[config.mk]
export PLATFORM = sky130hd
export DESIGN_NAME = swbsg_front
export DESIGN_NICKNAME = d
export VERILOG_FILES = /design/src/sv/swbsg_pkg.sv /design/src/sv/swbsg_front.sv
export SDC_FILE = /design/constraint.sdc
export NUM_CORES = 1
export LEC_CHECK = 0
export ABC_AREA = 1
export BUFFER_PORTS_ARGS = -buffer_cell sky130_fd_sc_hd__buf_2
export CAP_MARGIN = 20
export CORE_ASPECT_RATIO = 0.6
export CORE_UTILIZATION = 45
export CTS_CLUSTER_SIZE = 30
export DETAILED_ROUTE_END_ITERATION = 6
export GPL_TIMING_DRIVEN = 0
export PLACE_DENSITY = 0.78
export SKIP_CTS_REPAIR_TIMING = 1
export SLEW_MARGIN = 20
export SYNTH_ARGS = -nofsm -noshare
export SYNTH_HDL_FRONTEND = slang
export SYNTH_SLANG_ARGS = --single-unit
[constraint.sdc]
create_clock -name clk -period 5.3 [get_ports clk]
set_input_delay 0.795 -clock clk [delete_from_list [all_inputs] [get_ports clk]]
set_output_delay 0.795 -clock clk [all_outputs]
set_load 0.01 [all_outputs]
[src/sv/swbsg_pkg.sv]
// ----------------------------------------------------------------------------
// Sliding window best score group: shared package
// Field widths, default sizes, register indexes and the queued item type.
// ----------------------------------------------------------------------------
package swbsg_pkg;

  localparam int POS_W   = 32;
  localparam int SCORE_W = 32;
  localparam int SUM_W   = 48;
  localparam int SPAN_W  = 31;
  localparam int MINC_W  = 17;
  localparam int FIRST_W = 16;
  localparam int END_W   = 17;

  localparam int CFG_IDX_W  = 1;
  localparam int CFG_DATA_W = 31;

  localparam logic [CFG_IDX_W-1:0] REG_WINDOW_SPAN = 1'd0;
  localparam logic [CFG_IDX_W-1:0] REG_MIN_COUNT   = 1'd1;

  localparam logic [SPAN_W-1:0] WINDOW_SPAN_RST = 31'd1000;
  localparam logic [MINC_W-1:0] MIN_COUNT_RST   = 17'd3;

  localparam int WINDOW_DEPTH_DEF = 256;
  localparam int MAX_ITEMS_DEF    = 65536;

  typedef struct packed {
    logic signed [POS_W-1:0] position;
    logic [SCORE_W-1:0]      score;
    logic                    last_item;
    logic                    active;
  } item_t;

endpackage

[src/sv/swbsg_front.sv]
// ----------------------------------------------------------------------------
// Sliding window best score group: front end
// Accepts items, numbers and classifies them, and holds them in a short queue.
// ----------------------------------------------------------------------------
module swbsg_front #(
  parameter int MAX_ITEMS = swbsg_pkg::MAX_ITEMS_DEF,
  parameter int IDX_W     = $clog2(MAX_ITEMS + 1)
) (
  input  logic                                clk,
  input  logic                                rst_n,
  input  logic                                in_valid,
  output logic                                in_stall,
  input  logic signed [swbsg_pkg::POS_W-1:0]  in_position,
  input  logic [swbsg_pkg::SCORE_W-1:0]       in_score,
  input  logic                                in_last_item,
  output logic                                q_valid,
  output swbsg_pkg::item_t                    q_item,
  output logic [IDX_W-1:0]                    q_idx,
  input  logic                                q_pop
);

  swbsg_pkg::item_t  q_item_r [2];
  logic [IDX_W-1:0]  q_idx_r [2];
  logic              wr_ptr_r, rd_ptr_r;
  logic [1:0]        q_cnt_r;
  logic [IDX_W-1:0]  item_cnt_r;
  logic              push, pop, active;

  assign in_stall = (q_cnt_r == 2'd2);
  assign push     = in_valid && !in_stall;
  assign pop      = q_pop && q_valid;
  assign active   = (item_cnt_r < IDX_W'(MAX_ITEMS));

  assign q_valid = (q_cnt_r != 2'd0);
  assign q_item  = q_item_r[rd_ptr_r];
  assign q_idx   = q_idx_r[rd_ptr_r];

  always_ff @(posedge clk) begin
    if (!rst_n) begin
      wr_ptr_r   <= 1'b0;
      rd_ptr_r   <= 1'b0;
      q_cnt_r    <= 2'd0;
      item_cnt_r <= '0;
    end else begin
      if (push) begin
        wr_ptr_r <= ~wr_ptr_r;
        if (in_last_item) begin
          item_cnt_r <= '0;
        end else if (active) begin
          item_cnt_r <= item_cnt_r + 1'b1;
        end
      end
      if (pop) begin
        rd_ptr_r <= ~rd_ptr_r;
      end
      if (push && !pop) begin
        q_cnt_r <= q_cnt_r + 2'd1;
      end else if (pop && !push) begin
        q_cnt_r <= q_cnt_r - 2'd1;
      end
    end
  end

  always_ff @(posedge clk) begin
    if (push) begin
      q_item_r[wr_ptr_r] <= '{position: in_position, score: in_score,
                              last_item: in_last_item, active: active};
      q_idx_r[wr_ptr_r]  <= item_cnt_r;
    end
  end

endmodule

# Word level (Yosys, flattened, before mapping)
# Memory sizes are Yosys's and may differ from the RTL's. A register that Yosys moved wholly into a read port is not among the register bits.
# Index checks and enable logic that the tools add are counted.
# W data, S select, Z words.
# totals
rom_bits	0
wordCells	34
mem_count	2
ram_bits	166
latch_bits	0
regBits	21
input_bits	69
# classes
div_mod_pow	0
add_sub_neg	3
reduce_logical	11
bitwise_logic	2
n_mul	0
magnitude_cmp	1
n_mux	10
eq_ne	1
shifts	0
# memory_table
memory	depth	width	rd	rd_ports_with_merged_regs	write_ports	line	text
q_item_r	2	66	1	1	1	swbsg_front.sv:22	swbsg_pkg::item_t q_item_r [2];
q_idx_r	2	17	1	1	1	swbsg_front.sv:23	logic [IDX_W-1:0] q_idx_r [2];
# ops
op	n
$mux W17	2
$add A17 B1 Y17 const B	1
$lt A17 B17 Y1 const B	1
$mux W1	6
$reduce_bool A2 Y1	3
$logic_and A1 B1 Y1	4
$mux W2	2
$logic_not A1 Y1	3
$add A2 B1 Y2 const B	1
$eq A2 B2 Y1 const B	1
$not A1 Y1	2
$reduce_and A2 Y1	1
$sub A2 B1 Y2 const B	1

# Longest topological paths before layout
# Gate-level depths: netlist (run 1).
# depth
word_depth	7
depth_mapped	9
depth_no_buf	9

# Least setup slack after synthesis (run 1)
# OpenSTA, ideal clock, no wires.
# synth_path
path_type	input port to flip-flop
start	in in_valid
end	mem q_idx_r[1][0] (netlist bit) (enable)
n_path_buf	0
t_arrival_ns	4.358
path_stages	2
setup_slack_ns	0.416
path_cell_list	nand2_4 -> nor2_1
# synth_between
elab_chain_len	3
# synth_rtl
item	line	text
start, declared	swbsg_front.sv:11	input logic in_valid,
$logic_and A1 B1 Y1	swbsg_front.sv:30	assign push = in_valid && !in_stall;
$mux W1	swbsg_front.sv:65	if (push) begin
$mux W1 (implied by the code)	swbsg_front.sv:68	q_idx_r[wr_ptr_r] <= item_cnt_r;
end, declared	swbsg_front.sv:23	
# No other way between the ends.

==> flow_summary.json, run 1 <==
{
  "status": "complete, no violations",
  "syn-num-nets": 491,
  "drt_pass1_iterations": 4,
  "drtIter0Drc": 281,
  "worstSetupEndpointType": "primary output",
  "grt_pass1_vias": 4076,
  "path_max_fanout": 10,
  "cts_buffers": 17,
  "die_w_um": 164,
  "cts.sinks": 188,
  "numPortBuffers": 153,
  "n_fill_cell": 1187,
  "clk_latency_ns": 0.41,
  "fp.coreArea_um2": 15400,
  "die_area_um2": 16300,
  "final_antenna_net_count": 0,
  "yosysTopAreaCellShare_pct": 70.0,
  "grtUsageTotal_pct": 16.7,
  "p_seq_share_pct": 46.0,
  "worst_pin_slew_ns": 0.389,
  "crit_top_cell": "buf_2",
  "synth.avg_cell_area_um2": 17.0,
  "clockPowerShare_pct": 28.7,
  "ys_seq_area_share_pct": 76.2,
  "clockBufferDepth": 2,
  "cp.arrival_ns": 1.91,
  "skew_ns": 0.00973,
  "crit_chain": "buf_2 > buf_2 > mux2_2 > buf_2",
  "syn_area_um2": 7120,
  "hold_viol": 0,
  "rsz0062_at_grt": "false",
  "ys_ff_latch": 188,
  "finalSetupViolCount": 0,
  "p_leak_nw": 3.32,
  "min_path_type": "register to register",
  "area_delta_synth_final_pct": 24.2,
  "nets": 669,
  "vias": 4002,
  "clk_pin_slew_ns": 0.07,
  "period_share_pct": 51.1,
  "synth_area_leaders": "edfxtp_1 (70%), mux2_2 (13%), dfxtp_1 (6.2%)",
  "synthCells": 420,
  "drcViolationCount": 0,
  "diodes": 0,
  "root_buffer": "clkbuf_16",
  "finalMaxSlewViolations": 0,
  "dpl.hpwl_um": 9360,
  "maxSlewHeadroom_pct": 74.0,
  "tritoncts": "yes",
  "p_int_mw": 2.95,
  "crit_path_max_incr_delay_ns": 0.38,
  "place.gp.congestion": 0.867,
  "grt_max_degree": 30,
  "yosysWarnings": 0,
  "die_y_um": 99.4,
  "grt_pass1_wl_um": 20700,
  "routedWlPerCell_um": 16.4,
  "antenna_found_initial": 0,
  "power_frac_comb_pct": 25.3,
  "worstPathRequired_ns": 4.51,
  "peakVddDrop_mv": 0.187,
  "hp-start": "item_cnt_r[14]",
  "max_freq_mhz": 370,
  "final.setup.tns_ns": 0,
  "yosysUniqueCellTypes": 25,
  "maxCapViolCount": 0,
  "layout-drive-gt1-share_pct": 50.0,
  "power.density_nw_per_um2": 468,
  "slowest_stage": "mux2_2",
  "post_drt_via_cell_ratio": 4.92,
  "yosys.area.top_type": "edfxtp_1",
  "r2r_start": "q_cnt_r[0]",
  "startpoint_type": "register",
  "post-route-min-period_ns": 2.71,
  "h-tree-depth": 4,
  "ios": 154,
  "hold_ws_ns": 0.485,
  "path_class": "register to primary output",
  "power.switching_mw": 1.19,
  "wirelength_um": 13400,
  "rows": 35,
  "grt_overflow": 0,
  "p_sw_share_pct": 28.7,
  "start_util_pct": 46.2
}
registers in the layout (all words and copies together), names as in the netlist, named ones only:
name,count
q_idx_r,34
item_cnt_r,17
rd_ptr_r,1
q_item_r,132
q_cnt_r,2
wr_ptr_r,1
Yosys cell counts:
cell and instances:
a21oi_1 12, buf_2 9, buf_6 1, dfxtp_1 22, edfxtp_1 166, ha_1 2
inv_1 23, inv_2 3, mux2_2 83, nand2_1 30, nand2_2 4, nand2_4 2
nand3_1 8, nand3_2 3, nand3_4 1, nand4_1 3, nor2_1 27, nor2_2 1
nor2_4 4, nor3_1 3, nor3_2 1, o211a_1 1, o21ai_0 8, o21ai_2 1
xor2_1 2
path summary, 6_finish.rpt:
kind                                         to  slack (ns)  depth (start not counted)
worst max-delay path                 q_item[58]        2.59                          4
worst min-delay path             q_idx_r[1][14]        0.48                          0
worst max register to register  q_item_r[1][60]        3.56                          6
worst min register to register   q_idx_r[1][14]        0.48                          0
power groups by stage:
stage / logic [mW] / clock network (mW) / registers (mW)
finish: 1.05 / 1.19 / 1.90
floorplan: 0.635 / 0 / 1.95
global route: 1.14 / 1.27 / 1.92
detailed placement: 1.05 / 0 / 1.94
global placement: 0.975 / 0 / 1.97
CTS: 1.06 / 1.21 / 1.91
kinds of logic (layout without fill, tap and decap cells):
| group | after synthesis | count (layout) | share of synthesized area [%] |
|---|---|---|---|
| flip-flops | 188 | 188 | 76.2 |
| AND/OR/NAND/NOR | 87 | 87 | 6.24 |
| AO/OA/AOI/OAI | 22 | 22 | 1.67 |
| buffers and inverters | 36 | 226 | 2.16 |
| adder cells (fa/ha/maj) | 2 | 2 | 0.351 |
| multiplexers | 83 | 83 | 13.1 |
| XOR/XNOR | 2 | 2 | 0.246 |
cell usage in the layout, fill, tap and decap left out:
cell type	synthesis	routed
inv_1	23	23
inv_8	0	4
inv_6	0	4
buf_2	9	162
nand3_4	1	1
buf_12	0	4
nor2_1	27	25
o211a_1	1	1
nor2_4	4	6
nand2_4	2	2
mux2_2	83	83
nor3_1	3	3
clkinvlp_4	0	3
clkinv_4	0	3
o21ai_0	8	8
buf_6	1	1
edfxtp_1	166	166
nand4_1	3	3
xor2_1	2	2
nand2_2	4	4
nor2_2	1	1
nand2_1	30	30
clkbuf_16	0	17
ha_1	2	2
o21ai_2	1	1
buf_16	0	2
a21oi_1	12	12
nand3_1	8	8
nand3_2	3	3
nor3_2	1	1
inv_2	3	3
dfxtp_1	22	22
metal layers:
metal  share of wire (%)  global-route usage (%)
met1                  44                    22.0
met2                  49                    28.0
met3                 6.2                    3.21
met4                0.83                    5.86
met5                   0                       0
metrics by stage:
step | power, mW | util [%] | cell area (µm²) | std cells | setup WS [ns]
global route | 4.33 | 57.4 | 8840 | 813 | 2.48
detailed placement | 2.99 | 53.8 | 8290 | 782 | 2.99
floorplan | 2.58 | - | 7120 | 420 | 0.416
CTS | 4.18 | 57.4 | 8840 | 813 | 2.53
global placement | 2.94 | 52.8 | 8140 | 776 | -1.43
finish | 4.14 | 57.4 | 8840 | 813 | 2.59
worst max-delay path, delay by kind of cell (launching register included):
kind	cells	cell delay (ns)
flops	1	0.36
buf+inv	3	0.76
mux	1	0.38
area by class of cell:
class                      instances  area, µm²  share of cell area (%)
buffer                            10       56.3                   0.637
clock inverter                    14        129                    1.46
inverter                          26       97.6                    1.10
multi-input combinational        196       1560                    17.6
clock buffer                      17        425                    4.81
sequential                       188       5430                    61.3
timing repair buffer             159        901                    10.2
tap                              203        254                    2.87
No activity file was read; power rests on OpenSTA's default activity.
==> run 2: changes to the inputs <==
Clock period 5.3 ns to 2.72 ns, I/O delays scaled along.
==> run 2 against run 1 <==
Against the previous run:
- core utilization grew 0.14 points
- critical path depth is the same
- critical path type unchanged
- cell area grew 0.24%
- largest power group unchanged
==> flow_summary.json, run 2 (same netlist as run 1, synthesis figures left out) <==
{
  "status": "complete, no violations",
  "final_cell_mix": "edfxtp_1 (166), buf_2 (162), mux2_2 (83)",
  "p_leak_nw": 3.33,
  "maxSlewHeadroom_pct": 58.9,
  "crit_chain": "buf_2 > buf_2 > mux2_2 > buf_2",
  "numPortBuffers": 153,
  "antenna_found_initial": 0,
  "die_y_um": 99.4,
  "clockBufferDepth": 2,
  "grt_pass1_vias": 4147,
  "crit_path_max_incr_delay_ns": 0.37,
  "maxCapViolCount": 0,
  "slowest_stage": "mux2_2",
  "clockPowerShare_pct": 29.5,
  "tritoncts": "yes",
  "skew_ns": 0.0138,
  "largest_reg_flops": 132,
  "finalSetupViolCount": 0,
  "min_path_type": "primary input to register",
  "area_delta_synth_final_pct": 24.5,
  "worst_pin_slew_ns": 0.615,
  "crit_top_cell": "buf_2",
  "nets": 669,
  "h-tree-depth": 4,
  "finalMaxSlewViolations": 0,
  "met3WireLength_um": 1010,
  "final_common_cell": "edfxtp_1",
  "die_area_um2": 16300,
  "power.switching_mw": 2.29,
  "drcViolationCount": 0,
  "routedWlPerCell_um": 16.4,
  "period_share_pct": 85.5,
  "vias": 4081,
  "max_freq_mhz": 430,
  "pre_cts_slack_ns": 0.748,
  "clk_latency_ns": 0.42,
  "worst_slack_ns": 0.395,
  "p_seq_share_pct": 45.6,
  "diodes": 0,
  "fp.coreArea_um2": 15400,
  "dpl.hpwl_um": 9310,
  "clk_pin_slew_ns": 0.07,
  "place.gp.congestion": 0.865,
  "ios": 154,
  "cp.arrival_ns": 1.92,
  "layout-drive-gt1-share_pct": 49.9,
  "final_area_um2": 8860,
  "grt_max_degree": 26,
  "power.density_nw_per_um2": 917,
  "p_int_mw": 5.84,
  "drtIter0Drc": 386,
  "worstSetupEndpointType": "primary output",
  "peakVddDrop_mv": 0.508,
  "start_util_pct": 46.2,
  "post_drt_via_cell_ratio": 5.01,
  "highest_layer": "met4",
  "root_buffer": "clkbuf_16",
  "wl_met1_um": 5840,
  "placed_area_um2": 8290,
  "largest-register": "q_item_r",
  "rows": 35,
  "drt_pass1_iterations": 5,
  "dr_wl_met2_um": 6370,
  "post-route-min-period_ns": 2.33,
  "grt_overflow": 0,
  "power_frac_comb_pct": 24.9,
  "p_sw_share_pct": 28.2,
  "r2r_cells": 6,
  "cts_buffers": 17,
  "grtUsageTotal_pct": 16.7,
  "die_w_um": 164,
  "worstPathRequired_ns": 2.31,
  "rsz0062_at_grt": "false",
  "grt_pass1_wl_um": 20600,
  "cts.sinks": 188,
  "reg_top3": "q_item_r: 132 flops, q_idx_r: 34 flops, item_cnt_r: 17 flops",
  "path_class": "register to primary output",
  "final_antenna_net_count": 0,
  "hold_viol": 0,
  "path_max_fanout": 10,
  "wirelength_um": 13300,
  "worstHoldPathCells": 1,
  "hold_ws_ns": 0.170,
  "startpoint_type": "register"
}
run 2: changes by cell type in the layout (fill, tap and decap cells not counted):
cell        previous run  this run
bufinv_16              0         1
clkinv_1               0         1
clkinv_2               0         1
clkinv_4               3         4
clkinvlp_4             3         1
inv_8                  4         3
run 2: path summary, 6_finish.rpt:
kind | from | endpoint | slack, ns
worst max-delay path | register | q_item[24] | 0.39
worst min-delay path | in_position[1] | q_item_r[0][35] | 0.17
worst max register to register | q_cnt_r[0] | q_item_r[1][18] | 0.82
worst min register to register | item_cnt_r[14] | q_idx_r[0][14] | 0.49
run 2: per-layer routing:
layer / vias up / GRT usage, %
met5: - / 0
met4: 0 / 4.73
met3: 15 / 4.96
met2: 161 / 27.6
met1: 1991 / 21.3
li1: 1914 / -
run 2: through the flow:
stage	instances	utilization (%)	setup TNS, ns	total power [mW]
after floorplan	420	-	0	5.00
after global placement	776	52.9	-27.12	5.68
after detailed placement	782	53.8	0	5.82
after CTS	814	57.5	0	8.23
after global routing	814	57.5	0	8.52
final	814	57.5	0	8.13
run 2: worst max-delay path: cells and delay by family, from the launching register on:
family,cells,cell delay (ns)
multiplexers,1,0.37
buffers and inverters,3,0.77
flip-flops,1,0.35
run 2: power by group through the flow:
stage	registers, mW	logic [mW]	clock network (mW)
after floorplan	3.75	1.25	0
after global placement	3.77	1.91	0
after detailed placement	3.78	2.04	0
after CTS	3.71	2.06	2.46
after global routing	3.74	2.21	2.57
final	3.71	2.02	2.40
run 2: final cells by class:
type	count	area, µm²
Buffer	10	56.3
Timing Repair Buffer	159	901
Inverter	26	97.6
Clock buffer	17	425
Sequential cell	188	5430
Tap cell	203	254
Fill cell	1207	6550
Multi-Input combinational cell	196	1560
Clock inverter	15	150
==> run 3: changes to the inputs <==
Settings changed: BUFFER_PORTS_ARGS -buffer_cell sky130_fd_sc_hd__buf_2 to default, DONT_BUFFER_PORTS from default to 1, PLACE_DENSITY 0.78 to 0.7.
==> run 3 against run 2 <==
Against the previous run:
- worst hold slack worse by 0.084 ns
- flip-flop and latch count stayed put
- cell area is 8.7% lower
- largest cell class unchanged
- highest routed layer unchanged
==> flow_summary.json, run 3 (same netlist as run 1, synthesis figures left out) <==
{
  "startpoint_type": "register",
  "final_cell_mix": "edfxtp_1 (166), mux2_2 (83), nand2_1 (30)",
  "post-route-min-period_ns": 2.22,
  "path_max_fanout": 10,
  "status": "complete, no violations",
  "die_y_um": 99.4,
  "crit_family": "buffers and inverters",
  "worstPathRequired_ns": 2.31,
  "routedWlPerCell_um": 18.6,
  "die_area_um2": 16300,
  "grt_util_met3_pct": 6.34,
  "worst_pin_slew_ns": 0.546,
  "numPortBuffers": 0,
  "power.density_nw_per_um2": 940,
  "drtIter0Drc": 278,
  "crit_path_max_incr_delay_ns": 0.43,
  "slowest_stage": "mux2_2",
  "start_util_pct": 46.2,
  "maxSlewHeadroom_pct": 63.5,
  "grt_pass1_wl_um": 18900,
  "vias": 3425,
  "final_area_um2": 8090,
  "clockBufferDepth": 2,
  "peakVddDrop_mv": 0.451,
  "rsz0062_at_grt": "false",
  "place.gp.congestion": 0.840,
  "fin_cells": 661,
  "largest-register": "q_item_r",
  "p_leak_nw": 2.72,
  "die_w_um": 164,
  "n_fill_cell": 1233,
  "ios": 154,
  "fp.coreArea_um2": 15400,
  "dp_cells": 629,
  "worstHoldPathCells": 0,
  "worst_slack_ns": 0.499,
  "layout-drive-gt1-share_pct": 33.4,
  "drt_pass1_iterations": 4,
  "grt_pass1_vias": 3445,
  "path_class": "register to primary output",
  "use_met2_pct": 25.1,
  "r2r_start": "q_cnt_r[0]",
  "crit_top_cell": "buf_2",
  "period_share_pct": 81.7,
  "rows": 35,
  "h-tree-depth": 4,
  "cp.arrival_ns": 1.81,
  "grt_max_degree": 30,
  "hp-start": "in_score[6]",
  "grt_overflow": 0,
  "crit_chain": "buf_2 > buf_2 > mux2_2",
  "antenna_found_initial": 0,
  "final_common_cell": "edfxtp_1",
  "grtUsageTotal_pct": 15.7,
  "finalSetupViolCount": 0,
  "r2r-end": "q_item_r[1][19]",
  "cts.sinks": 188,
  "max_freq_mhz": 450,
  "min_to": "q_item_r[1][8]",
  "reg_top3": "q_item_r: 132 flops, q_idx_r: 34 flops, item_cnt_r: 17 flops",
  "clk_latency_ns": 0.41,
  "wirelength_um": 12300,
  "final_antenna_net_count": 0,
  "diodes": 0,
  "maxCapViolCount": 0,
  "clk_pin_slew_ns": 0.07,
  "dpl.hpwl_um": 8620,
  "pre_cts_slack_ns": 0.874,
  "gr-usage-met1_pct": 19.6,
  "finalMaxSlewViolations": 0,
  "root_buffer": "clkbuf_16",
  "cts_buffers": 17,
  "r2r_slack_ns": 0.86,
  "hold_viol": 0,
  "r2r_cells": 6,
  "largest_reg_flops": 132,
  "skew_ns": 0.0113,
  "path_buf_inv": 2,
  "post_drt_via_cell_ratio": 5.18,
  "worstSetupEndpointType": "primary output",
  "area_delta_synth_final_pct": 13.7,
  "drcViolationCount": 0,
  "final_util_pct": 52.5,
  "tritoncts": "yes",
  "grt_busiest_layer": "met2",
  "nets": 516,
  "placed_area_um2": 7540,
  "min_path_type": "primary input to register"
}
-- run 3: cell types whose count changed in the layout (fill, tap and decap cells not counted), sizes merged --
cell / change
buf: -153
clkinvlp: +2
clkinv: -1
bufinv: -1
-- run 3: report_power, final --
| part | switching [mW] | internal [mW] |
|---|---|---|
| logic | 0.978 | 0.649 |
| registers | 0.0965 | 3.61 |
| clock network | 1.07 | 1.20 |
-- run 3: how the worst max path moves through the flow --
stage,startpoint,end,slack (ns),cells past startpoint
after detailed placement,register,q_item[48],0.87,3
after CTS,register,q_item[48],0.41,3
final,register,q_item[48],0.50,3
after global placement,q_cnt_r[0],q_item_r[1][21],-0.14,4
after global routing,register,q_item[48],0.36,3
after floorplan,q_cnt_r[0],q_idx_r[1][0],0.49,4
-- run 3: worst reg2reg max path: stages (launching register included) --
cell and delay [ns]:
dfxtp_1 0.36, inv_2 0.07, nand2_4 0.09, nand2_4 0.10, nor2_4 0.45, buf_16 0.25
buf_12 0.23
-- run 3: area by class of cell --
class	count	area, µm²	share of cell area, %
clock buffer	17	425	5.26
buffer	10	56.3	0.696
clock inverter	15	130	1.61
inverter	26	97.6	1.21
tap	203	254	3.14
sequential	188	5430	67.0
multi-input combinational	196	1560	19.2
timing repair buffer	6	150	1.86
-- run 3: per-stage QoR --
stage	setup TNS, ns	hold WS, ns	total power [mW]
floorplan	0	0.426	5.00
global placement	-20.53	0.466	5.30
detailed placement	0	0.466	5.43
CTS	0	0.0631	7.72
global route	0	0.0529	7.95
finish	0	0.0858	7.61
-- run 3: layer usage --
| metal | share of wire, % | wire, µm |
|---|---|---|
| met5 | 0 | 0 |
| met3 | 10 | 1260 |
| met2 | 48 | 5920 |
| met1 | 41 | 5060 |
| met4 | 0.53 | 65 |
